$ cat config.mk
export PLATFORM = sky130hd
export DESIGN_NAME = matrix_multiply_accumulate_top_flat
export DESIGN_NICKNAME = d
export VERILOG_FILES = /design/src/rtl/mma_pkg.sv /design/src/rtl/mma_chan_if.sv /design/src/rtl/mma_mac.sv /design/src/rtl/matrix_multiply_accumulate_top.sv /design/src/flat_wrapper.sv
export SDC_FILE = /design/constraint.sdc
export NUM_CORES = 1
export LEC_CHECK = 0
export ABC_AREA = 1
export BUFFER_PORTS_ARGS = -buffer_cell sky130_fd_sc_hd__buf_4
export CORE_MARGIN = 1
export CORE_UTILIZATION = 49
export CTS_CLUSTER_DIAMETER = 120
export CTS_CLUSTER_SIZE = 20
export DETAILED_ROUTE_END_ITERATION = 16
export PLACE_DENSITY = 0.82
export SYNTH_ARGS = -nofsm -noshare
export SYNTH_HDL_FRONTEND = slang
export SYNTH_SLANG_ARGS = --single-unit
export TNS_END_PERCENT = 100
$ cat constraint.sdc
create_clock -name clk -period 1.44 [get_ports clk]
set_clock_uncertainty 0.2 [all_clocks]
set_input_delay 0.216 -clock clk [delete_from_list [all_inputs] [get_ports clk]]
set_output_delay 0.216 -clock clk [all_outputs]
set_load 0.03 [all_outputs]
$ cat src/rtl/mma_pkg.sv
// ----------------------------------------------------------------------------
// mma_pkg
// Shared types, codes and helpers of the matrix multiply-accumulate block.
// ----------------------------------------------------------------------------
package mma_pkg;

  localparam logic [1:0] CMD_LOAD_A  = 2'd0;
  localparam logic [1:0] CMD_LOAD_B  = 2'd1;
  localparam logic [1:0] CMD_COMPUTE = 2'd2;

  localparam logic [1:0] REG_ROWS_A    = 2'd0;
  localparam logic [1:0] REG_INNER_DIM = 2'd1;
  localparam logic [1:0] REG_COLS_B    = 2'd2;

  localparam logic [3:0] DIM_RESET = 4'd8;

  typedef struct packed {
    logic [1:0]         cmd;
    logic [2:0]         row;
    logic [2:0]         col;
    logic signed [15:0] value;
  } in_item_t;

  typedef struct packed {
    logic [2:0]         out_row;
    logic [2:0]         out_col;
    logic signed [39:0] out_value;
    logic               last;
  } out_item_t;

  typedef struct packed {
    logic [1:0] index;
    logic [3:0] value;
  } cfg_req_t;

  typedef struct packed {
    logic       valid;
    logic       first_k;
    logic       last_k;
    logic       last_elem;
    logic [2:0] row;
    logic [2:0] col;
  } mac_tag_t;

  typedef struct packed {
    logic               valid;
    logic [2:0]         row;
    logic [2:0]         col;
    logic signed [39:0] value;
    logic               last;
  } mac_res_t;

  // zero counts as one, anything above the limit counts as the limit
  function automatic logic [3:0] eff_dim(logic [3:0] raw, logic [3:0] lim);
    logic [3:0] v;
    v = (raw == 4'd0) ? 4'd1 : raw;
    if (v > lim) begin
      v = lim;
    end
    return v;
  endfunction

endpackage

$ cat src/rtl/mma_chan_if.sv
// ----------------------------------------------------------------------------
// mma_chan_if
// Valid/ready channel carrying one payload of a given type per request.
// ----------------------------------------------------------------------------
interface mma_chan_if #(
  parameter type payload_t = logic
) ();
  logic     valid;
  logic     ready;
  payload_t data;

  modport source (output valid, output data, input ready);
  modport sink   (input valid, input data, output ready);
endinterface

$ cat src/rtl/mma_mac.sv
// ----------------------------------------------------------------------------
// mma_mac
// Registered multiply followed by a 40-bit wrapping accumulator; flags the
// finished dot product on the last inner step.
// ----------------------------------------------------------------------------
module mma_mac (
  input  logic                clk,
  input  logic                rst_n,
  input  logic signed [15:0]  a_data,
  input  logic signed [15:0]  b_data,
  input  mma_pkg::mac_tag_t   tag,
  output mma_pkg::mac_res_t   res
);

  logic signed [31:0] prod_r;
  mma_pkg::mac_tag_t  tag2_r;
  logic [39:0]        acc_r;
  logic [39:0]        acc_base;
  logic [39:0]        acc_nxt;

  always_ff @(posedge clk) begin
    if (!rst_n) begin
      tag2_r <= '0;
    end else begin
      tag2_r <= tag;
    end
  end

  always_ff @(posedge clk) begin
    prod_r <= 32'(a_data) * 32'(b_data);
  end

  assign acc_base = tag2_r.first_k ? 40'd0 : acc_r;
  assign acc_nxt  = acc_base + {{8{prod_r[31]}}, prod_r};

  always_ff @(posedge clk) begin
    if (tag2_r.valid) begin
      acc_r <= acc_nxt;
    end
  end

  assign res.valid = tag2_r.valid && tag2_r.last_k;
  assign res.row   = tag2_r.row;
  assign res.col   = tag2_r.col;
  assign res.value = acc_nxt;
  assign res.last  = tag2_r.last_elem;

endmodule

$ cat src/rtl/matrix_multiply_accumulate_top.sv
// ----------------------------------------------------------------------------
// matrix_multiply_accumulate_top
// Dense C = A * B over Q8.8 elements held in two single-port-read memories.
// Load request: written to the A or B memory at once.
// Compute request: each result element is computed in turn by the single
// multiply-accumulate unit (one read of each memory per inner step); the next
// element is issued only after the previous one has left the accumulator.
// Reset: dimension registers return to 8; memory contents are not cleared.
// ----------------------------------------------------------------------------
module matrix_multiply_accumulate_top #(
  parameter int MAX_DIM = 8
) (
  input  logic clk,
  input  logic rst_n,
  mma_chan_if.sink   in_chan,
  mma_chan_if.source out_chan,
  mma_chan_if.sink   cfg_chan
);

  localparam int         DEPTH = MAX_DIM * MAX_DIM;
  localparam int         AW    = $clog2(DEPTH);
  localparam logic [3:0] LIM   = (MAX_DIM > 8) ? 4'd8 : 4'(MAX_DIM);

  typedef enum logic [2:0] {
    ST_IDLE  = 3'b001,
    ST_ISSUE = 3'b010,
    ST_DRAIN = 3'b100
  } state_t;

  state_t state_r, state_nxt;

  logic [3:0] rows_a_r, inner_dim_r, cols_b_r;
  logic [3:0] dim_m, dim_n, dim_p;

  logic [2:0] i_r, j_r, k_r;
  logic [2:0] i_nxt, j_nxt, k_nxt;

  logic signed [15:0] mem_a [DEPTH];
  logic signed [15:0] mem_b [DEPTH];
  logic signed [15:0] a_rd_r, b_rd_r;

  mma_pkg::in_item_t  req;
  mma_pkg::cfg_req_t  cfg;
  mma_pkg::mac_tag_t  tag1_r, tag1_nxt;
  mma_pkg::mac_res_t  res;
  mma_pkg::out_item_t out_data_r;
  logic               out_valid_r;

  logic          in_fire, load_ok, issue_en, k_last, j_last, i_last;
  logic [AW-1:0] wr_addr, rd_addr_a, rd_addr_b;

  assign req = in_chan.data;
  assign cfg = cfg_chan.data;

  assign in_chan.ready  = (state_r == ST_IDLE);
  assign cfg_chan.ready = 1'b1;
  assign in_fire        = in_chan.valid && in_chan.ready;

  // configuration registers
  always_ff @(posedge clk) begin
    if (!rst_n) begin
      rows_a_r    <= mma_pkg::DIM_RESET;
      inner_dim_r <= mma_pkg::DIM_RESET;
      cols_b_r    <= mma_pkg::DIM_RESET;
    end else if (cfg_chan.valid) begin
      case (cfg.index)
        mma_pkg::REG_ROWS_A:    rows_a_r    <= cfg.value;
        mma_pkg::REG_INNER_DIM: inner_dim_r <= cfg.value;
        mma_pkg::REG_COLS_B:    cols_b_r    <= cfg.value;
        default: ;
      endcase
    end
  end

  assign dim_m = mma_pkg::eff_dim(rows_a_r, LIM);
  assign dim_n = mma_pkg::eff_dim(inner_dim_r, LIM);
  assign dim_p = mma_pkg::eff_dim(cols_b_r, LIM);

  // element stores
  assign load_ok = (int'(req.row) < MAX_DIM) && (int'(req.col) < MAX_DIM);
  assign wr_addr = AW'(int'(req.row) * MAX_DIM + int'(req.col));

  always_ff @(posedge clk) begin
    if (in_fire && load_ok && req.cmd == mma_pkg::CMD_LOAD_A) begin
      mem_a[wr_addr] <= req.value;
    end
    if (issue_en) begin
      a_rd_r <= mem_a[rd_addr_a];
    end
  end

  always_ff @(posedge clk) begin
    if (in_fire && load_ok && req.cmd == mma_pkg::CMD_LOAD_B) begin
      mem_b[wr_addr] <= req.value;
    end
    if (issue_en) begin
      b_rd_r <= mem_b[rd_addr_b];
    end
  end

  assign rd_addr_a = AW'(int'(i_r) * MAX_DIM + int'(k_r));
  assign rd_addr_b = AW'(int'(k_r) * MAX_DIM + int'(j_r));

  // sequencer
  assign k_last = (k_r == 3'(dim_n - 4'd1));
  assign j_last = (j_r == 3'(dim_p - 4'd1));
  assign i_last = (i_r == 3'(dim_m - 4'd1));

  // a new element starts only once the output register is free
  assign issue_en = (state_r == ST_ISSUE) &&
                    ((k_r != 3'd0) || !out_valid_r || out_chan.ready);

  always_comb begin
    state_nxt = state_r;
    i_nxt     = i_r;
    j_nxt     = j_r;
    k_nxt     = k_r;
    case (state_r)
      ST_IDLE: begin
        if (in_fire && req.cmd == mma_pkg::CMD_COMPUTE) begin
          i_nxt     = 3'd0;
          j_nxt     = 3'd0;
          k_nxt     = 3'd0;
          state_nxt = ST_ISSUE;
        end
      end
      ST_ISSUE: begin
        if (issue_en) begin
          if (k_last) begin
            k_nxt     = 3'd0;
            state_nxt = ST_DRAIN;
            if (j_last) begin
              j_nxt = 3'd0;
              i_nxt = i_r + 3'd1;
            end else begin
              j_nxt = j_r + 3'd1;
            end
          end else begin
            k_nxt = k_r + 3'd1;
          end
        end
      end
      ST_DRAIN: begin
        if (res.valid) begin
          state_nxt = res.last ? ST_IDLE : ST_ISSUE;
        end
      end
      default: state_nxt = ST_IDLE;
    endcase
  end

  always_ff @(posedge clk) begin
    if (!rst_n) begin
      state_r <= ST_IDLE;
      i_r     <= 3'd0;
      j_r     <= 3'd0;
      k_r     <= 3'd0;
    end else begin
      state_r <= state_nxt;
      i_r     <= i_nxt;
      j_r     <= j_nxt;
      k_r     <= k_nxt;
    end
  end

  always_comb begin
    tag1_nxt.valid     = issue_en;
    tag1_nxt.first_k   = (k_r == 3'd0);
    tag1_nxt.last_k    = k_last;
    tag1_nxt.last_elem = i_last && j_last;
    tag1_nxt.row       = i_r;
    tag1_nxt.col       = j_r;
  end

  always_ff @(posedge clk) begin
    if (!rst_n) begin
      tag1_r <= '0;
    end else begin
      tag1_r <= tag1_nxt;
    end
  end

  mma_mac u_mac (
    .clk    (clk),
    .rst_n  (rst_n),
    .a_data (a_rd_r),
    .b_data (b_rd_r),
    .tag    (tag1_r),
    .res    (res)
  );

  // output register
  always_ff @(posedge clk) begin
    if (!rst_n) begin
      out_valid_r <= 1'b0;
    end else if (res.valid) begin
      out_valid_r <= 1'b1;
    end else if (out_chan.ready) begin
      out_valid_r <= 1'b0;
    end
  end

  always_ff @(posedge clk) begin
    if (res.valid) begin
      out_data_r.out_row   <= res.row;
      out_data_r.out_col   <= res.col;
      out_data_r.out_value <= res.value;
      out_data_r.last      <= res.last;
    end
  end

  assign out_chan.valid = out_valid_r;
  assign out_chan.data  = out_data_r;

endmodule
$ cat src/flat_wrapper.sv
// flat-port wrapper written by rule: the top's interface ports become plain ports
module matrix_multiply_accumulate_top_flat 
#(
  parameter int MAX_DIM = 8
)
  (clk, rst_n, in_chan_valid, in_chan_data, in_chan_ready, out_chan_valid, out_chan_data, out_chan_ready, cfg_chan_valid, cfg_chan_data, cfg_chan_ready);
  mma_chan_if in_chan_i ();
  mma_chan_if out_chan_i ();
  mma_chan_if cfg_chan_i ();
  input  logic clk;
  input  logic rst_n;
  input wire logic [$bits(in_chan_i.valid)-1:0] in_chan_valid;
  input wire logic [$bits(in_chan_i.data)-1:0] in_chan_data;
  output wire logic [$bits(in_chan_i.ready)-1:0] in_chan_ready;
  output wire logic [$bits(out_chan_i.valid)-1:0] out_chan_valid;
  output wire logic [$bits(out_chan_i.data)-1:0] out_chan_data;
  input wire logic [$bits(out_chan_i.ready)-1:0] out_chan_ready;
  input wire logic [$bits(cfg_chan_i.valid)-1:0] cfg_chan_valid;
  input wire logic [$bits(cfg_chan_i.data)-1:0] cfg_chan_data;
  output wire logic [$bits(cfg_chan_i.ready)-1:0] cfg_chan_ready;
  assign in_chan_i.valid = in_chan_valid;
  assign in_chan_i.data = in_chan_data;
  assign in_chan_ready = in_chan_i.ready;
  assign out_chan_valid = out_chan_i.valid;
  assign out_chan_data = out_chan_i.data;
  assign out_chan_i.ready = out_chan_ready;
  assign cfg_chan_i.valid = cfg_chan_valid;
  assign cfg_chan_i.data = cfg_chan_data;
  assign cfg_chan_ready = cfg_chan_i.ready;
  matrix_multiply_accumulate_top #(.MAX_DIM(MAX_DIM)) u_core (.clk(clk), .rst_n(rst_n), .in_chan(in_chan_i), .out_chan(out_chan_i), .cfg_chan(cfg_chan_i));
endmodule
# ---- Word-level counts from Yosys, hierarchy flattened
# Index checks and enable logic that the tools add are counted.
dict set report classes {
  n_addsub 4
  mul 0
  div 0
  order_cmp 1
  n_eq_ne 9
  shifts 0
  n_mux 11
  bitwise_logic 1
  reduce_logical 13
}
# cell n
set op_table {}
lappend op_table {{3-bit 2-to-1 mux} 6}
lappend op_table {{3-bit by 1-bit adder with 3-bit output (second input constant)} 3}
lappend op_table {{3-bit == test (second input constant)} 3}
lappend op_table {{3-bit one-hot mux with 3 select lines} 1}
lappend op_table {{4-bit AND reduction} 2}
lappend op_table {{2-bit by 1-bit != test with 1-bit output (second input constant)} 3}
lappend op_table {{4-bit greater-than comparator (second input constant)} 1}
lappend op_table {{4-bit logical NOT} 1}
lappend op_table {{4-bit 2-to-1 mux} 1}
lappend op_table {{3-bit by 1-bit == test with 1-bit output (second input constant)} 1}
lappend op_table {{3-bit by 2-bit == test with 1-bit output (second input constant)} 1}
lappend op_table {{3-bit == test} 1}
lappend op_table {{1-bit logical AND} 3}
lappend op_table {{3-bit AND reduction} 1}
lappend op_table {{3-bit nonzero test} 1}
lappend op_table {{3-bit by 1-bit subtractor with 3-bit output (second input constant)} 1}
lappend op_table {{1-bit logical OR} 2}
lappend op_table {{1-bit 2-to-1 mux} 2}
lappend op_table {{2-bit 2-to-1 mux} 1}
lappend op_table {{2-bit AND reduction} 1}
lappend op_table {{2-bit nonzero test} 1}
lappend op_table {{1-bit logical NOT} 1}
lappend op_table {{1-bit NOT} 1}
dict set report totals {
  register_bits 22
  latchBits 0
  ram_bits 0
  romBits 0
  input_bits 7
  out_inout_bits 4
  wordCells 52
  n_memories 0
}

# ---- Longest topological paths before layout
dict set report depth {
  ltp_word 7
  mapped_depth 9
  ltp_nobuf 9
}

# ---- By module
# Synthesis repeated with hierarchy kept, for this count alone.
dict set report unflattened {
  cells_unflattened 2490
  area_unflattened_um2 17704.5
}
# mod n_inst cells_each area_each_um2 seq_area_each_um2
set by_module_without_submodules {}
lappend by_module_without_submodules {mma_mac 1 2351 16574.6 2042.0}
lappend by_module_without_submodules {matrix_multiply_accumulate_top 1 139 1129.8 570.5}

# ---- Worst setup path after synthesis
# Ideal clock, no wire load.
dict set report synth_path {
  kind {reg2reg}
  from {register u_core.k_r[0]}
  to {register u_core.state_r[1]}
  setup_time_ns 0.057
  arrival_time_ns 1.168
  required_time_ns 1.183
  setup_slack_ns 0.015
  stages_incl_launch_ff 8
  path_buffers 0
  synth_period_minus_slack_ns 1.425
  cell_sequence {dfxtp_1 > ha_1 > ha_1 > inv_1 > o21ai_0 > o21ai_1 > nand2_1 > inv_1}
}
dict set report synth_via {
  elab_cells_between_ends 8
  classes_between {eq/ne: 3; reduce/logical: 5}
}
# item line
set synth_rtl {}
lappend synth_rtl {{from (decl)} matrix_multiply_accumulate_top.sv:35} ;# logic [2:0] i_r, j_r, k_r;
lappend synth_rtl {{from (signal assigned)} matrix_multiply_accumulate_top.sv:162} ;# k_r <= k_nxt;
lappend synth_rtl {{3-bit == test} matrix_multiply_accumulate_top.sv:105} ;# assign k_last = (k_r == 3'(dim_n - 4'd1));
lappend synth_rtl {{named net u_core.k_last} matrix_multiply_accumulate_top.sv:49} ;# logic in_fire, load_ok, issue_en, k_last, j_last, i_last;
lappend synth_rtl {{2-bit by 1-bit != test with 1-bit output (no source line)} -}
lappend synth_rtl {{4-bit AND reduction (no source line)} -}
lappend synth_rtl {{to (signal assigned)} matrix_multiply_accumulate_top.sv:159} ;# state_r <= state_nxt;
lappend synth_rtl {{to (decl)} matrix_multiply_accumulate_top.sv:30} ;# state_t state_r, state_nxt;
# The timed path passes the listed nets, and every way through them passes these cells.
# A chain may end at the register's enable or synchronous reset.

# ---- Worst setup path after layout
dict set report layout_path {
  from {register u_core.k_r[0]}
  to {register u_core.i_r[0]}
}
dict set report layout_via {
  elab_chain_cells 5
  elab_cells_between_ends 6
  classes_between {eq/ne: 1; reduce/logical: 5}
}
# item line
set layout_lines {}
lappend layout_lines {{3-bit nonzero test} matrix_multiply_accumulate_top.sv:111} ;# ((k_r != 3'd0) || !out_valid_r || out_chan.ready);
lappend layout_lines {{1-bit logical OR (2 in a row)} matrix_multiply_accumulate_top.sv:111}
lappend layout_lines {{1-bit logical AND} matrix_multiply_accumulate_top.sv:110} ;# assign issue_en = (state_r == ST_ISSUE) &&
lappend layout_lines {{4-bit AND reduction (no source line) *} -}
lappend layout_lines {{to (signal assigned)} matrix_multiply_accumulate_top.sv:160} ;# i_r <= i_nxt;
lappend layout_lines {{to (decl)} matrix_multiply_accumulate_top.sv:35}
# Every way passes the cells marked *; elsewhere a longest branch is shown, timed or not.

==> out/results.ini <==
[clock_tree]
clk_pin_slew_worst_paths_ns = 0.11
cts.path.max_buffers = 2
clockRootBuffer = clkbuf_4
tritoncts.num_buffers = 3
cts_tree = done
clock-sinks = 21
cts.htree.levels = 1
insertion_delay_ns = 0.30

[cells_and_area]
area.growth.synth_to_final_pct = 29.4
stdcell_area_sq_um = 1210
layout.nets = 156
n_fill_cell = 141
drive_gt1_share_pct = 37.3
num_antenna_cells = 0
utilization_pct = 69.1
multiInputGateArea_sq_um = 463
fin_cells = 167
register_area_sq_um = 439

[sta]
period_minus_slack_ns = 1.50
finalHoldViolCount = 0
rsz0062_at_grt = yes
whs_ns = 0.180
final-setup-viol-count = 6
final.period_utilization_pct = 104
worst_slack_ns = -0.0624
slew_viol_final = 0
clock.fmax_mhz = 666

[global_routing]
grt_max_degree = 15
grt.total_usage_pct = 19.1
antenna_found_initial = 0
grt_overflow = 0
grt_pass1_wl_mm = 2.76
first_global_vias = 721

[floorplanning]
die_h_microns = 45.6
rows = 15
die_w_microns = 45.6
ios = 11
dieArea_sq_um = 2080
fp.coreArea_sq_um = 1750
start_util_pct = 53.4

[outcome]
violations = negative setup slack
outcome = finished, violations left

[worst_hold_path]
hold_class = in -> reg
whs_path_depth = 6

[logic_synthesis]
synth_cell_types = 22
ys_seq_area_share_pct = 46.2
netlist_area_sq_um = 932
syn_avg_cell_area_sq_um = 7.77
synth_nets = 133
synth-seq-cells = 21
netlist_instances = 120
yosysWarnings = 0

[critical_path]
arrival_ns = 1.51
crit_type = reg -> reg
reg2reg_depth = 8
critPathLaunchType = register
cp.required_ns = 1.45
cp_max_fo = 4
cp-end-kind = register

[place]
gp_congestion = 0.796
post_dp_cell_area_sq_um = 1020
hpwl_mm = 1.20
io_buffers = 6
placed_cells = 152

[drt]
num_vias = 818
drt_iter0_markers = 16
drt_first_pass_iters = 4
routedWlPerCell_microns = 11.0
drcViolationCount = 0
antenna_left = 0
drt_wl_total_mm = 1.84
via_per_inst = 4.90

[power]
vdd_drop_max_mv = 0.803
p_leak_nw = 0.591
p_per_area_nw_per_um2 = 744

[flow_run]
drv_cap = 0

==> worst paths after layout <==
kind / start / end / slack, ns
setup / recovery: u_core.k_r[0] / u_core.i_r[0] / -0.06
hold / removal: out_chan_ready / u_core.k_r[1] / 0.18
setup reg to reg: u_core.k_r[0] / u_core.i_r[0] / -0.06
hold reg to reg: u_core.tag1_r[6] / u_core.u_mac.res[0] / 0.23
==> routing by layer <==
layer	track usage (%)	wire (microns)	share of wire, %	up-vias
li1	-	-	-	418
met1	19.0	755	41	380
met3	5.95	73	4.0	4
met5	0	0	0	-
met4	9.09	24	1.3	0
met2	35.1	990	54	16
==> worst max-delay path: stages (launching register included) <==
cell	delay, ns
dfxtp_2	0.37
inv_2	0.06
ha_4	0.15
inv_2	0.05
nor2_2	0.04
nand2_2	0.09
nand4_1	0.21
o21ai_1	0.20
nor2_1	0.05
==> flip-flops by register name, indices dropped and copies added, names as in the netlist <==
name / flops
u_core.i_r: 3
u_core.j_r: 3
u_core.k_r: 3
u_core.state_r: 3
u_core.tag1_r: 3
u_core.u_mac.tag2_r: 2
u_core.out_chan.data: 1
u_core.out_chan.valid: 1
u_core.rows_a_r: 1
u_core.u_mac.res: 1
==> cell usage after synthesis <==
library cell | instances | share of area (%)
xor2_1 | 1 | 0.94
clkbuf_1 | 1 | 0.40
a21oi_1 | 10 | 5.4
nor3_1 | 2 | 1.1
nand3_1 | 4 | 2.1
nor2_8 | 1 | 2.1
inv_1 | 21 | 8.5
o21ai_0 | 6 | 3.2
buf_4 | 1 | 0.81
nand2_4 | 1 | 1.2
dfxtp_1 | 20 | 43
nand2_2 | 1 | 0.67
o21ai_1 | 2 | 1.1
a31oi_1 | 1 | 0.67
conb_1 | 1 | 0.40
nand2_1 | 21 | 8.5
edfxtp_1 | 1 | 3.2
clkinv_1 | 1 | 0.40
nand4_1 | 1 | 0.67
ha_1 | 6 | 8.1
nor2_4 | 1 | 1.2
nor2_1 | 16 | 6.4
==> cells in the final DEF, fill, tap and decap left out, drive strengths merged <==
master,synthesis,layout
nand2,23,23
inv,21,21
dfxtp,20,20
nor2,18,18
buf,1,17
a21oi,10,10
o21ai,8,8
ha,6,6
nand3,4,4
clkbuf,1,3
dlygate4sd3,0,3
nor3,2,2
clkinv,1,2
xor2,1,1
nand4,1,1
a31oi,1,1
conb,1,1
edfxtp,1,1
==> where the power goes <==
| part | switching, mW | internal [mW] |
|---|---|---|
| clock network | 0.176 | 0.104 |
| registers | 0.00140 | 0.586 |
| logic | 0.0178 | 0.0122 |
| total | 0.195 | 0.702 |
==> metrics by stage <==
stage               setup TNS (ns)  setup WS [ns]  power (mW)
global placement            -0.300        -0.0779       0.625
finish                      -0.178        -0.0624       0.897
CTS                         -0.211        -0.0888       0.907
global route                -0.957         -0.174       0.942
floorplan                        0         0.0155       0.617
detailed placement          -0.583         -0.161       0.626
==> kinds of logic after synthesis <==
group | share of synthesized area, %
AOI/OAI and AO/OA | 10.3
adders and majority gates | 8.05
other | 0.402
xor gates and xnor gates | 0.940
and+or+nand+nor | 24.0
DFF | 46.2
buffers and inverters | 10.1
==> layout make-up <==
| class | instances | share of cell area (%) |
|---|---|---|
| timing repair buffer | 20 | 13.4 |
| multi-input combinational | 75 | 38.4 |
| sequential | 21 | 36.4 |
| tap | 25 | 2.59 |
| inverter | 22 | 6.95 |
| clock inverter | 1 | 0.415 |
| clock buffer | 3 | 1.87 |
==> repair_timing <==
item / 4_1_cts / 5_1_grt
endpoints found under the hold margin: 5 / 0
pin swaps: 7 / 9
setup endpoints to repair: 11 / 12
setup buffers: 4 / 4
gates resized for setup: 21 / 14
gates cloned: 0 / 0
hold buffers: 3 / 0
Note: power is estimated with default switching activity, not from simulation.
